**config.mk**
```make
export PLATFORM = sky130hd
export DESIGN_NAME = token_topk_l2_select
export DESIGN_NICKNAME = d
export VERILOG_FILES = /design/src/sv/tksel_pkg.sv /design/src/sv/tksel_ctrl.sv /design/src/sv/tksel_dp.sv /design/src/sv/token_topk_l2_select.sv
export SDC_FILE = /design/constraint.sdc
export NUM_CORES = 2
export LEC_CHECK = 0
export ABC_AREA = 1
export ABC_CLOCK_PERIOD_IN_PS = 10600
export BUFFER_PORTS_ARGS = -buffer_cell sky130_fd_sc_hd__clkbuf_2
export CORE_ASPECT_RATIO = 1.4
export CORE_MARGIN = 5
export CORE_UTILIZATION = 40
export CTS_BUF_LIST = sky130_fd_sc_hd__clkbuf_4 sky130_fd_sc_hd__clkbuf_8
export CTS_CLUSTER_DIAMETER = 120
export DETAILED_ROUTE_END_ITERATION = 6
export PLACE_DENSITY = 0.61
export SLEW_MARGIN = 25
export SYNTH_ARGS = -nofsm -noshare
export SYNTH_HDL_FRONTEND = slang
export SYNTH_SLANG_ARGS = --single-unit
```
**constraint.sdc**
```tcl
create_clock -name clk -period 10.6 [get_ports clk]
set_input_delay 0.53 -clock clk [delete_from_list [all_inputs] [get_ports clk]]
set_output_delay 0.53 -clock clk [all_outputs]
set_load 0.02 [all_outputs]
```
**src/sv/tksel_pkg.sv**
```systemverilog
`timescale 1ns / 1ps
// ----------------------------------------------------------------------------
// tksel_pkg
// shared types, widths and helpers for the top-k token selector
// ----------------------------------------------------------------------------
package tksel_pkg;

  localparam int MAX_TOKENS = 64;
  localparam int MAX_EMBED  = 4096;
  localparam int TOK_W      = $clog2(MAX_TOKENS);      // token index width
  localparam int CNT_W      = TOK_W + 1;               // token count width
  localparam int ELEM_W     = 16;
  localparam int SQ_W       = 31;                      // square of a q4.12 value
  localparam int ENERGY_W   = 44;
  localparam int ECNT_W     = 12;                      // element counter width
  localparam int DIM_W      = 13;
  localparam int RATIO_W    = 17;
  localparam int MODE_W     = 2;
  localparam int CFG_IDX_W  = 3;
  localparam int CFG_DATA_W = 17;

  localparam logic [ENERGY_W-1:0] ENERGY_MAX = {ENERGY_W{1'b1}};

  // mode register codes
  localparam logic [MODE_W-1:0] MODE_KEEP_ALL = 2'd0;
  localparam logic [MODE_W-1:0] MODE_THIN     = 2'd1;

  // configuration register indexes
  localparam logic [CFG_IDX_W-1:0] CFG_MODE      = 3'd0;
  localparam logic [CFG_IDX_W-1:0] CFG_EMBED_DIM = 3'd1;
  localparam logic [CFG_IDX_W-1:0] CFG_TOP_K     = 3'd2;
  localparam logic [CFG_IDX_W-1:0] CFG_RATIO     = 3'd3;
  localparam logic [CFG_IDX_W-1:0] CFG_PROTECT   = 3'd4;

  typedef enum logic [3:0] {
    S_LOAD,
    S_DRAIN,
    S_SETUP,
    S_CHECK,
    S_RD_I,
    S_LAT_I,
    S_SCAN,
    S_TAIL,
    S_DECIDE,
    S_EMIT
  } state_t;

  // controller -> datapath
  typedef struct packed {
    logic load;     // input beats may be taken
    logic setup;    // work out keep count, seed keep mask
    logic rd_i;     // read energy of candidate i
    logic lat_i;    // capture candidate energy, clear rank
    logic scan;     // read energy of competitor j
    logic decide;   // keep candidate i if its rank is low enough
    logic emit;     // drain kept indices to the output register
  } ctrl_cmd_t;

  // datapath -> controller
  typedef struct packed {
    logic last_acc;   // beat closing the set was taken
    logic thin;       // l2 thinning mode
    logic i_done;     // all candidates ranked
    logic j_last;     // competitor scan at final token
    logic emit_done;  // final result loaded into output register
  } dp_status_t;

  // lowest set bit of a token mask
  function automatic logic [TOK_W-1:0] low_index(input logic [MAX_TOKENS-1:0] v);
    logic [TOK_W-1:0] r;
    r = '0;
    for (int k = MAX_TOKENS - 1; k >= 0; k--) begin
      if (v[k]) begin
        r = TOK_W'(k);
      end
    end
    return r;
  endfunction

endpackage

```
**src/sv/tksel_ctrl.sv**
```systemverilog
`timescale 1ns / 1ps
// ----------------------------------------------------------------------------
// tksel_ctrl
// sequencer for load, ranking and emission phases
// ----------------------------------------------------------------------------
module tksel_ctrl (
  input  logic                  clk,
  input  logic                  rst_n,
  input  tksel_pkg::dp_status_t st,
  output tksel_pkg::ctrl_cmd_t  cmd
);

  tksel_pkg::state_t state_r, state_nxt;

  always_ff @(posedge clk) begin
    if (!rst_n) begin
      state_r <= tksel_pkg::S_LOAD;
    end else begin
      state_r <= state_nxt;
    end
  end

  always_comb begin
    state_nxt = state_r;
    cmd       = '0;
    case (state_r)
      tksel_pkg::S_LOAD: begin
        cmd.load = 1'b1;
        if (st.last_acc) begin
          state_nxt = tksel_pkg::S_DRAIN;
        end
      end
      // closing beat still in the accumulate stage
      tksel_pkg::S_DRAIN: begin
        state_nxt = tksel_pkg::S_SETUP;
      end
      tksel_pkg::S_SETUP: begin
        cmd.setup = 1'b1;
        state_nxt = tksel_pkg::S_CHECK;
      end
      tksel_pkg::S_CHECK: begin
        if (!st.thin || st.i_done) begin
          state_nxt = tksel_pkg::S_EMIT;
        end else begin
          state_nxt = tksel_pkg::S_RD_I;
        end
      end
      tksel_pkg::S_RD_I: begin
        cmd.rd_i  = 1'b1;
        state_nxt = tksel_pkg::S_LAT_I;
      end
      tksel_pkg::S_LAT_I: begin
        cmd.lat_i = 1'b1;
        state_nxt = tksel_pkg::S_SCAN;
      end
      tksel_pkg::S_SCAN: begin
        cmd.scan = 1'b1;
        if (st.j_last) begin
          state_nxt = tksel_pkg::S_TAIL;
        end
      end
      // last compare lands
      tksel_pkg::S_TAIL: begin
        state_nxt = tksel_pkg::S_DECIDE;
      end
      tksel_pkg::S_DECIDE: begin
        cmd.decide = 1'b1;
        state_nxt  = tksel_pkg::S_CHECK;
      end
      tksel_pkg::S_EMIT: begin
        cmd.emit = 1'b1;
        if (st.emit_done) begin
          state_nxt = tksel_pkg::S_LOAD;
        end
      end
      default: begin
        state_nxt = tksel_pkg::S_LOAD;
      end
    endcase
  end

endmodule

```
**src/sv/tksel_dp.sv**
```systemverilog
`timescale 1ns / 1ps
// ----------------------------------------------------------------------------
// tksel_dp
// energy accumulation, energy store, rank counting and result register
// ----------------------------------------------------------------------------
module tksel_dp (
  input  logic                                 clk,
  input  logic                                 rst_n,
  input  tksel_pkg::ctrl_cmd_t                 cmd,
  output tksel_pkg::dp_status_t                st,
  // input beats
  input  logic                                 in_valid,
  input  logic signed [tksel_pkg::ELEM_W-1:0]  in_elem_value,
  input  logic                                 in_last_of_set,
  // configuration writes
  input  logic                                 cfg_we,
  input  logic [tksel_pkg::CFG_IDX_W-1:0]      cfg_index,
  input  logic [tksel_pkg::CFG_DATA_W-1:0]     cfg_data,
  // result beats
  input  logic                                 out_stall,
  output logic                                 out_valid,
  output logic [tksel_pkg::TOK_W-1:0]          out_token_index,
  output logic                                 out_last_result,
  output logic                                 out_no_selection
);

  localparam int TOK_W    = tksel_pkg::TOK_W;
  localparam int CNT_W    = tksel_pkg::CNT_W;
  localparam int ENERGY_W = tksel_pkg::ENERGY_W;
  localparam int SQ_W     = tksel_pkg::SQ_W;
  localparam int ECNT_W   = tksel_pkg::ECNT_W;
  localparam int DIM_W    = tksel_pkg::DIM_W;
  localparam int RATIO_W  = tksel_pkg::RATIO_W;
  localparam int MODE_W   = tksel_pkg::MODE_W;
  localparam int NTOK     = tksel_pkg::MAX_TOKENS;
  localparam int PROD_W   = CNT_W + RATIO_W;
  localparam int KEEP_W   = PROD_W - 16;

  // config registers
  logic [MODE_W-1:0]  mode_r;
  logic [DIM_W-1:0]   embed_dim_r;
  logic [CNT_W-1:0]   top_k_r;
  logic [RATIO_W-1:0] ratio_r;
  logic [CNT_W-1:0]   protect_r;

  always_ff @(posedge clk) begin
    if (!rst_n) begin
      mode_r      <= tksel_pkg::MODE_KEEP_ALL;
      embed_dim_r <= DIM_W'(1);
      top_k_r     <= '0;
      ratio_r     <= '0;
      protect_r   <= '0;
    end else if (cfg_we) begin
      case (cfg_index)
        tksel_pkg::CFG_MODE:      mode_r      <= cfg_data[MODE_W-1:0];
        tksel_pkg::CFG_EMBED_DIM: embed_dim_r <= cfg_data[DIM_W-1:0];
        tksel_pkg::CFG_TOP_K:     top_k_r     <= cfg_data[CNT_W-1:0];
        tksel_pkg::CFG_RATIO:     ratio_r     <= cfg_data[RATIO_W-1:0];
        tksel_pkg::CFG_PROTECT:   protect_r   <= cfg_data[CNT_W-1:0];
        default: ;
      endcase
    end
  end

  // stage 1: square
  logic               in_acc;
  logic signed [2*tksel_pkg::ELEM_W-1:0] sq_full;
  logic [SQ_W-1:0]    sq_r;
  logic               sq_v_r;
  logic               sq_last_r;

  assign in_acc  = in_valid & cmd.load;
  assign sq_full = in_elem_value * in_elem_value;

  always_ff @(posedge clk) begin
    if (!rst_n) begin
      sq_v_r <= 1'b0;
    end else begin
      sq_v_r <= in_acc;
    end
  end

  always_ff @(posedge clk) begin
    if (in_acc) begin
      sq_r      <= sq_full[SQ_W-1:0];
      sq_last_r <= in_last_of_set;
    end
  end

  // stage 2: saturating accumulate, token close
  logic [ENERGY_W-1:0] acc_r;
  logic [ECNT_W-1:0]   elem_cnt_r;
  logic [CNT_W-1:0]    tok_cnt_r;
  logic [CNT_W-1:0]    n_r;
  logic [ENERGY_W:0]   sum;
  logic [ENERGY_W-1:0] sum_sat;
  logic [ECNT_W-1:0]   elem_inc;
  logic [DIM_W-1:0]    dim_eff;
  logic                close_tok;
  logic                mem_we;
  logic [CNT_W-1:0]    tok_after;

  always_comb begin
    if (embed_dim_r == '0) begin
      dim_eff = DIM_W'(1);
    end else if (embed_dim_r > DIM_W'(tksel_pkg::MAX_EMBED)) begin
      dim_eff = DIM_W'(tksel_pkg::MAX_EMBED);
    end else begin
      dim_eff = embed_dim_r;
    end
  end

  assign sum       = {1'b0, acc_r} + (ENERGY_W + 1)'(sq_r);
  assign sum_sat   = sum[ENERGY_W] ? tksel_pkg::ENERGY_MAX : sum[ENERGY_W-1:0];
  assign elem_inc  = elem_cnt_r + ECNT_W'(1);
  assign close_tok = (elem_inc == '0) || ({1'b0, elem_inc} >= dim_eff) || sq_last_r;
  assign mem_we    = sq_v_r && close_tok && !tok_cnt_r[CNT_W-1];
  assign tok_after = tok_cnt_r[CNT_W-1] ? tok_cnt_r : tok_cnt_r + CNT_W'(1);

  always_ff @(posedge clk) begin
    if (!rst_n) begin
      acc_r      <= '0;
      elem_cnt_r <= '0;
      tok_cnt_r  <= '0;
    end else if (sq_v_r) begin
      if (close_tok) begin
        acc_r      <= '0;
        elem_cnt_r <= '0;
        tok_cnt_r  <= sq_last_r ? '0 : tok_after;
      end else begin
        acc_r      <= sum_sat;
        elem_cnt_r <= elem_inc;
      end
    end
  end

  always_ff @(posedge clk) begin
    if (sq_v_r && sq_last_r) begin
      n_r <= tok_after;
    end
  end

  // energy store
  logic [ENERGY_W-1:0] energy_mem [NTOK];
  logic [ENERGY_W-1:0] rd_q;
  logic [CNT_W-1:0]    i_r;
  logic [CNT_W-1:0]    j_r;
  logic [TOK_W-1:0]    rd_addr;

  assign rd_addr = cmd.scan ? j_r[TOK_W-1:0] : i_r[TOK_W-1:0];

  always_ff @(posedge clk) begin
    if (mem_we) begin
      energy_mem[tok_cnt_r[TOK_W-1:0]] <= sum_sat;
    end
    if (cmd.rd_i || cmd.scan) begin
      rd_q <= energy_mem[rd_addr];
    end
  end

  // setup: keep count and protected prefix
  logic [PROD_W-1:0]   prod;
  logic [KEEP_W-1:0]   keep;
  logic [KEEP_W-1:0]   to_sel_r;
  logic [CNT_W-1:0]    prot;
  logic [CNT_W-1:0]    prot_r;
  logic [CNT_W-1:0]    seed_lim;
  logic [NTOK-1:0]     mask_r;

  assign prod = PROD_W'(n_r) * PROD_W'(ratio_r);

  always_comb begin
    if (ratio_r != '0) begin
      keep = (prod[PROD_W-1:16] == '0) ? KEEP_W'(1) : prod[PROD_W-1:16];
    end else if (top_k_r != '0) begin
      keep = KEEP_W'((top_k_r < n_r) ? top_k_r : n_r);
    end else begin
      keep = KEEP_W'(n_r);
    end
  end

  assign prot     = (protect_r < n_r) ? protect_r : n_r;
  assign seed_lim = (mode_r == tksel_pkg::MODE_KEEP_ALL) ? n_r : prot;

  // ranking
  logic [ENERGY_W-1:0] ei_r;
  logic [CNT_W-1:0]    rank_r;
  logic                cmp_v_r;
  logic [CNT_W-1:0]    cmp_j_r;
  logic                beats;

  assign beats = cmp_v_r && (cmp_j_r != i_r) &&
                 ((rd_q > ei_r) || ((rd_q == ei_r) && (cmp_j_r < i_r)));

  always_ff @(posedge clk) begin
    if (!rst_n) begin
      cmp_v_r <= 1'b0;
    end else begin
      cmp_v_r <= cmd.scan;
    end
  end

  always_ff @(posedge clk) begin
    cmp_j_r <= j_r;
    if (cmd.setup) begin
      to_sel_r <= (keep > KEEP_W'(protect_r)) ? keep - KEEP_W'(protect_r) : '0;
      prot_r   <= prot;
      i_r      <= prot;
    end
    if (cmd.rd_i) begin
      j_r <= prot_r;
    end
    if (cmd.scan) begin
      j_r <= j_r + CNT_W'(1);
    end
    if (cmd.lat_i) begin
      ei_r   <= rd_q;
      rank_r <= '0;
    end else if (beats) begin
      rank_r <= rank_r + CNT_W'(1);
    end
    if (cmd.decide) begin
      i_r <= i_r + CNT_W'(1);
    end
  end

  // emission
  logic              out_valid_r;
  logic [TOK_W-1:0]  out_idx_r;
  logic              out_last_r;
  logic              out_nosel_r;
  logic              out_free;
  logic              nosel;
  logic [TOK_W-1:0]  low_idx;
  logic [NTOK-1:0]   low_bit;
  logic              mask_last;
  logic              load_out;

  assign out_free  = !out_valid_r || !out_stall;
  assign nosel     = mode_r[MODE_W-1];
  assign low_idx   = tksel_pkg::low_index(mask_r);
  assign low_bit   = NTOK'(1) << low_idx;
  assign mask_last = (mask_r & ~low_bit) == '0;
  assign load_out  = cmd.emit && out_free;

  always_ff @(posedge clk) begin
    if (!rst_n) begin
      mask_r <= '0;
    end else if (cmd.setup) begin
      for (int k = 0; k < NTOK; k++) begin
        mask_r[k] <= CNT_W'(k) < seed_lim;
      end
    end else if (cmd.decide) begin
      if ({1'b0, rank_r} < to_sel_r) begin
        mask_r[i_r[TOK_W-1:0]] <= 1'b1;
      end
    end else if (load_out) begin
      mask_r <= nosel ? '0 : (mask_r & ~low_bit);
    end
  end

  always_ff @(posedge clk) begin
    if (!rst_n) begin
      out_valid_r <= 1'b0;
    end else if (load_out) begin
      out_valid_r <= 1'b1;
    end else if (!out_stall) begin
      out_valid_r <= 1'b0;
    end
  end

  always_ff @(posedge clk) begin
    if (load_out) begin
      out_idx_r   <= nosel ? '0 : low_idx;
      out_last_r  <= nosel ? 1'b1 : mask_last;
      out_nosel_r <= nosel;
    end
  end

  assign out_valid        = out_valid_r;
  assign out_token_index  = out_idx_r;
  assign out_last_result  = out_last_r;
  assign out_no_selection = out_nosel_r;

  assign st.last_acc  = in_acc && in_last_of_set;
  assign st.thin      = mode_r == tksel_pkg::MODE_THIN;
  assign st.i_done    = i_r == n_r;
  assign st.j_last    = j_r == n_r - CNT_W'(1);
  assign st.emit_done = load_out && (nosel || mask_last);

  // checks
  a_tok_bound: assert property (@(posedge clk) disable iff (!rst_n)
    tok_cnt_r <= CNT_W'(NTOK))
    else $error("token count past capacity");

  a_mask_nonempty: assert property (@(posedge clk) disable iff (!rst_n)
    cmd.emit && !nosel |-> mask_r != '0)
    else $error("emitting with empty keep mask");

  a_nosel_last: assert property (@(posedge clk) disable iff (!rst_n)
    out_valid_r && out_nosel_r |-> out_last_r)
    else $error("no-selection result not marked last");

  a_rank_bound: assert property (@(posedge clk) disable iff (!rst_n)
    cmd.decide |-> rank_r < n_r)
    else $error("rank exceeds token count");

endmodule

```
**src/sv/token_topk_l2_select.sv**
```systemverilog
`timescale 1ns / 1ps
// ----------------------------------------------------------------------------
// token_topk_l2_select
// streaming top-k token selection by squared l2 energy
// ----------------------------------------------------------------------------
// sequence: n*dim element beats (n tokens) at one per cycle, then close, set up
//   and check, then in thinning mode each unprotected token is ranked against
//   the other unprotected ones, then one result per cycle while out_stall is low
// throughput: one set at a time, input stalled from the closing beat until the
//   final result is loaded; ranking reads one competitor per cycle
// reset: synchronous active-low rst_n clears control, load counters, mask and config
// ----------------------------------------------------------------------------
module token_topk_l2_select (
  input  logic                                 clk,
  input  logic                                 rst_n,
  // element beats
  input  logic                                 in_valid,
  output logic                                 in_stall,
  input  logic signed [tksel_pkg::ELEM_W-1:0]  in_elem_value,
  input  logic                                 in_last_of_set,
  // kept index beats
  output logic                                 out_valid,
  input  logic                                 out_stall,
  output logic [tksel_pkg::TOK_W-1:0]          out_token_index,
  output logic                                 out_last_result,
  output logic                                 out_no_selection,
  // config writes
  input  logic                                 cfg_valid,
  output logic                                 cfg_ready,
  input  logic [tksel_pkg::CFG_IDX_W-1:0]      cfg_index,
  input  logic [tksel_pkg::CFG_DATA_W-1:0]     cfg_data
);

  tksel_pkg::ctrl_cmd_t  cmd;
  tksel_pkg::dp_status_t st;

  // input is only taken while loading; the output register lets the
  // next set start loading while the final beat still waits
  assign in_stall  = !cmd.load;

  // config must be written only while idle; the block does not enforce this, so it is always taken
  assign cfg_ready = 1'b1;

  tksel_ctrl u_ctrl (
    .clk   (clk),
    .rst_n (rst_n),
    .st    (st),
    .cmd   (cmd)
  );

  tksel_dp u_dp (
    .clk              (clk),
    .rst_n            (rst_n),
    .cmd              (cmd),
    .st               (st),
    .in_valid         (in_valid),
    .in_elem_value    (in_elem_value),
    .in_last_of_set   (in_last_of_set),
    .cfg_we           (cfg_valid & cfg_ready),
    .cfg_index        (cfg_index),
    .cfg_data         (cfg_data),
    .out_stall        (out_stall),
    .out_valid        (out_valid),
    .out_token_index  (out_token_index),
    .out_last_result  (out_last_result),
    .out_no_selection (out_no_selection)
  );

endmodule
```
Word-level counts from Yosys, hierarchy flattened. Memories as Yosys holds them, arrays and structs flattened. A register that Yosys moved wholly into a read port is not among the register bits. Index checks and enable logic that the tools add are counted. Widths: inputs -> output; s select.

Bits in registers: 314. Memory bits (writable): 2816. Input port bits: 42. Memories kept: 1.

Add/sub/neg operators: 8. $mul: 2. $lt $le $gt $ge: 74. Equal/unequal tests: 23. Shift-type cells: 1. Multiplexer cells: 105. Bitwise gates (word level): 4. Reductions and logical operators: 43.

Memories: u_dp.energy_mem (words 64, width 44, rd ports 1, clocked after Yosys merged registers in 1, write ports 1, line tksel_dp.sv:144) `logic [ENERGY_W-1:0] energy_mem [NTOK];`.

Operator list (number): $mux 6 (65); $mux 64 (5); $lt 6x7->1 const A (32); $lt 5x7->1 const A (16); $mux 44 (2); $and 64x64->64 (1); $logic_not 64->1 (1); $not 64->64 (1); $or 64x64->64 (1); $shl 1x6->64 const A (1); $mux 7 (9); $lt 4x7->1 const A (8); $add 44x31->45 (1); $eq 44x44->1 (1); $gt 44x44->1 (1); $pmux 4 s9 (1); $mul 16x16->31 (1); $add 7x1->7 const B (4); $lt 3x7->1 const A (4); $mux 13 (2); $mul 7x17->24 (1); $mux 8 (3); $lt 7x7->1 (3); $reduce_bool 17->1 (1); 44 further kinds (95).

Logic depth before layout (Yosys ltp).
Word-level depth: 72. Depth in mapped cells: 79. Gate-level depth less buffers: 79.

Cells and area by module. Synthesis repeated with hierarchy kept, for this count alone.

Cells, all modules: 12074. Area total of the unflattened synthesis: 141345.6 sq um.

Modules (own cells, without submodules): tksel_dp (instances 1, cells an instance 12017, area an instance 141026.5 sq um); tksel_ctrl (instances 1, cells an instance 54, area an instance 304.0 sq um); token_topk_l2_select (instances 1, cells an instance 3, area an instance 15.0 sq um).

Worst setup path before layout. Ideal clock, no wire load.

Path type: register -> register. Start point: register u_dp.n_r[4]. End point: register u_dp.to_sel_r[7] (data pin). Data arrival time: 6.992 ns. Required time: 10.340 ns. Slack: 3.348 ns. Cell stages (with the launch flop): 40. Period minus slack after synthesis: 7.252 ns. Cells stage by stage: edfxtp_1 > clkbuf_1 > clkbuf_1 > clkbuf_1 > nand2_1 > fa_1 > inv_1 > fa_1 > fa_1 > fa_1 > ha_1 > a21oi_1 > nand2_1 > a21oi_1 > o21ai_0 > a21oi_1 > o221ai_1 > a21o_1 > [... 4 more ...] > nand2_1 > a21oi_1 > xnor2_1 > nor2_1 > nand4_1 > a32o_1 > ha_1 > inv_1 > fa_1 > nand3_1 > nand2_1 > nand2_1 > nand2_1 > a21oi_1 > nor2_1 > o22ai_1 > nor2_1 > mux2_2.

Longest elaborated chain between the ends: 5. Elaborated cells between the ends (all ways): 9.

Ends and longest elaborated chain: from (decl) (line tksel_dp.sv:94) `logic [CNT_W-1:0] n_r;`; from (signal assigned) (line tksel_dp.sv:139) `n_r <= tok_after;`; $mul 7x17->24 or $lt 7x7->1 (tied branches) (line tksel_dp.sv:170, tksel_dp.sv:176); $logic_not 8->1 or $mux 7 (tied branches) (line tksel_dp.sv:174, tksel_dp.sv:176); $mux 8, on equally long branches (line tksel_dp.sv:174, tksel_dp.sv:175); $mux 8 (*) (line tksel_dp.sv:173) `if (ratio_r != '0) begin`; $sub 8x7->8 or $gt 8x7->1 (tied branches) (line tksel_dp.sv:206) `to_sel_r <= (keep > KEEP_W'(protect_r)) ? keep - KEEP_W'(protect_r) : '0;`; to (signal assigned) (line tksel_dp.sv:206); to (decl) (line tksel_dp.sv:164) `logic [KEEP_W-1:0] to_sel_r;`.

Every way passes the cells marked *; elsewhere a longest branch is shown, timed or not. A chain may end at the register's enable or synchronous reset.

Final worst setup path.
Start point: register u_dp.n_r[3]. End point: register u_dp.to_sel_r[4] (data pin).

The elaborated chain is that of the path after synthesis.

==> results.toml <==
[finish]
syn_to_final_growth_pct = 11.0
utilization_pct = 44.5
final_area_mm2 = 0.157
drive_gt1_share_pct = 9.55
layout_common_cells = "edfxtp_1 (2,979), nor2_1 (1,971), o21ai_0 (1,946)"
fillers = 32101
stdcell_count = 17116
final_common_cell = "edfxtp_1"
nNetsFinal = 12656

[logic_synthesis]
syn_area_per_cell_um2 = 11.7
async_reset_ff_share_pct = 0
synth.cell_area_mm2 = 0.141
synthesis.nets = 12623
seq_area_frac_synth_pct = 66.1
synth_seq_cells = 3173
yosysWarnings = 0
synth_edf_count = 2979
yosys_most_used_dff = "edfxtp_1"
synth.distinct_cells = 55
synth_cells = 12033

[timing]
relSlewSlack_pct = 20.6
fmax_mhz = 133
fin_ws_ns = 3.07
setup_viol = 0
hold_ws_ns = 0.108
rsz0062_at_grt = "false"
period_share_pct = 71.0
maxSlewViolCount = 0
worstMarginPinSlew_ns = 1.18
skew_ns = 0.0826
final_hold_viol_count = 0
fin_crit_ns = 7.53
setup_tns_ns = 0

[pwr]
p_int_mw = 23.2
p_comb_share_pct = 26.6
power_density_mw_per_mm2 = 219
ir_drop_uv = 281
p_sw_share_pct = 32.6
p_seq_share_pct = 45.3
cellLeakagePower_nw = 54.4
finalPower_mw = 34.3
clkPwrFrac_pct = 28.1
p_switching_mw = 11.2

[cts]
clock_sinks = 3173
clockBufferDepth = 4
cts_max_level = 5
cts_root_buf = "clkbuf_8"
tritoncts = "built"
post_cts_buffers = 0
cts_resized = 0
cts_made_buffers = 455
clk_latency_ns = 1.10
cts_hold_buf = 30
path_clk_slew_ns = 0.07

[run_status]
status = "complete, but fails checks"
violations = "DRC"

[worst_setup_path]
critPathArrivalTime_ns = 8.35
crit_path_start_kind = "flip-flop"
crit_fanout = 22
timing.critical_path.mode_cell = "nand2_1"
critical-path-max-stage-delay_ns = 0.55
worstPathRequired_ns = 11.42
crit_path_top_delay_cell = "fa_1"
endpoint_kind = "flip-flop"
regToRegSetupSlack_ns = 3.07
critical_path_class = "reg2reg"

[placed_design]
place_inst = 16256
postPlaceCellArea_mm2 = 0.147
gp_congestion = 0.900
portBuffers = 51
pre_cts_slack_ns = 3.06
hpwl_um = 242000

[drt]
drc = 2
drt_iter0_drc = 10478
wl_um = 436000
ant_nets = 0
wl_per_cell_um = 25.4
vias = 98308
wl_met2_um = 214000
top_layer_used = "met5"
met1Wirelength_um = 160000
wl_met3_um = 35800
drt_first_pass_iters = 7
via_per_inst = 5.74

[floorplan]
initial_core_util_pct = 40.1
die_w_um = 512
ioPinCount = 53
rows = 258
fp.dieArea_mm2 = 0.365
die_y_um = 713
core_region_area_mm2 = 0.352

[min_path]
hp-class = "in2reg"

[run]
cap_violations = 0

[global_route]
grt_pass1_wl_um = 629000
grt.total_usage_pct = 22.9
grt_max_degree = 198
grt_pass1_vias = 94880
antenna_found_initial = 15
gr-total-overflow = 0
-- power by group through the flow --
stage	sequential [mW]	combinational, mW	clock (mW)
global route	15.6	10.2	10.3
global placement	15.9	9.01	0
finish	15.6	9.13	9.63
CTS	15.6	9.20	9.78
floorplan	15.8	6.36	0
detailed placement	15.8	9.17	0
-- registers in the layout, indices dropped and copies added (netlist names), 4 cells and up --
name and cells:
u_dp.embed_dim_r 13, u_dp.prot_r 7, u_dp.j_r 7, u_dp.n_r 7, u_dp.cmp_j_r 7, u_dp.i_r 7, u_dp.elem_cnt_r 12, u_dp.mask_r 64
u_dp.protect_r 7, u_dp.out_token_index 6, u_dp.tok_cnt_r 7, u_ctrl.state_r 4, u_dp.acc_r 44, u_dp.energy_mem 2816, u_dp.ei_r 44, u_dp.to_sel_r 8
u_dp.ratio_r 17, u_dp.rd_q 44, u_dp.rank_r 7, u_dp.sq_r 30, u_dp.top_k_r 7
-- cells in the mapped netlist (10+ instances only) --
cell	n	area, µm²
o221ai_1	185	1620
fa_1	307	6150
xor2_1	70	613
nand4_1	35	219
nor4_1	13	81.3
buf_2	10	50.1
dfxtp_1	194	3880
o21ai_0	1950	9760
inv_1	773	2900
or2_2	21	131
clkinv_1	11	41.3
buf_1	34	128
a22oi_1	30	225
nor3_1	32	160
a21oi_1	274	1370
nor2_1	2041	7660
o22ai_1	758	4740
clkbuf_1	715	2680
nand3_1	235	1180
xnor2_1	44	385
a211oi_1	16	120
nor2_2	13	81.3
nand2_1	880	3300
a31oi_1	46	288
edfxtp_1	2979	89500
o211ai_1	19	143
ha_1	241	3020
a221oi_1	21	184
-- layer usage --
| layer | track usage [%] | up-vias |
|---|---|---|
| li1 | - | 43448 |
| met3 | 3.65 | 1132 |
| met5 | 0 | - |
| met2 | 39.3 | 4681 |
| met1 | 27.8 | 49041 |
| met4 | 12.1 | 6 |
-- cell families after synthesis --
group	Yosys count	synth area share (%)
mux	1	0.00797
other cells	1	0.00265
fa+ha+maj	548	6.49
compound gates	3341	13.3
flops	3173	66.1
simple gates	3304	9.29
buf+inv	1551	4.14
xor+xnor	114	0.707
-- critical path: cells and delay by family, from the launching register on --
family / cells / cell delay, ns
buffers and inverters: 6 / 0.61
adders and majority gates: 7 / 2.70
and+or+nand+nor: 14 / 1.12
xor gates and xnor gates: 1 / 0.16
DFF: 1 / 0.32
AOI/OAI and AO/OA: 14 / 2.33
-- final cells by class --
class	instances	area (µm²)	share of cell area, %
tap	4680	5860	3.74
timing repair buffer	340	2800	1.79
clock buffer	612	7600	4.85
multi-input combinational	7309	42900	27.4
antenna	11	27.5	0.0176
inverter	787	2990	1.91
sequential	3173	93300	59.5
clock inverter	204	1230	0.786
-- path summary, 6_finish.rpt --
| path | to | startpoint | depth (start not counted) |
|---|---|---|---|
| setup reg to reg | u_dp.to_sel_r[4]$_SDFFCE_PP0P_ | u_dp.n_r[3]$_DFFE_PP_ | 42 |
| hold reg to reg | u_dp.ei_r[33]$_DFFE_PP_ | u_dp.rd_q[33]$_DFFE_PP_ | 0 |
| hold / removal | u_dp.protect_r[3]$_SDFFE_PN0P_ | cfg_valid | 5 |
| setup / recovery | u_dp.to_sel_r[4]$_SDFFCE_PP0P_ | u_dp.n_r[3]$_DFFE_PP_ | 42 |
(Power assumes the default switching activity.)
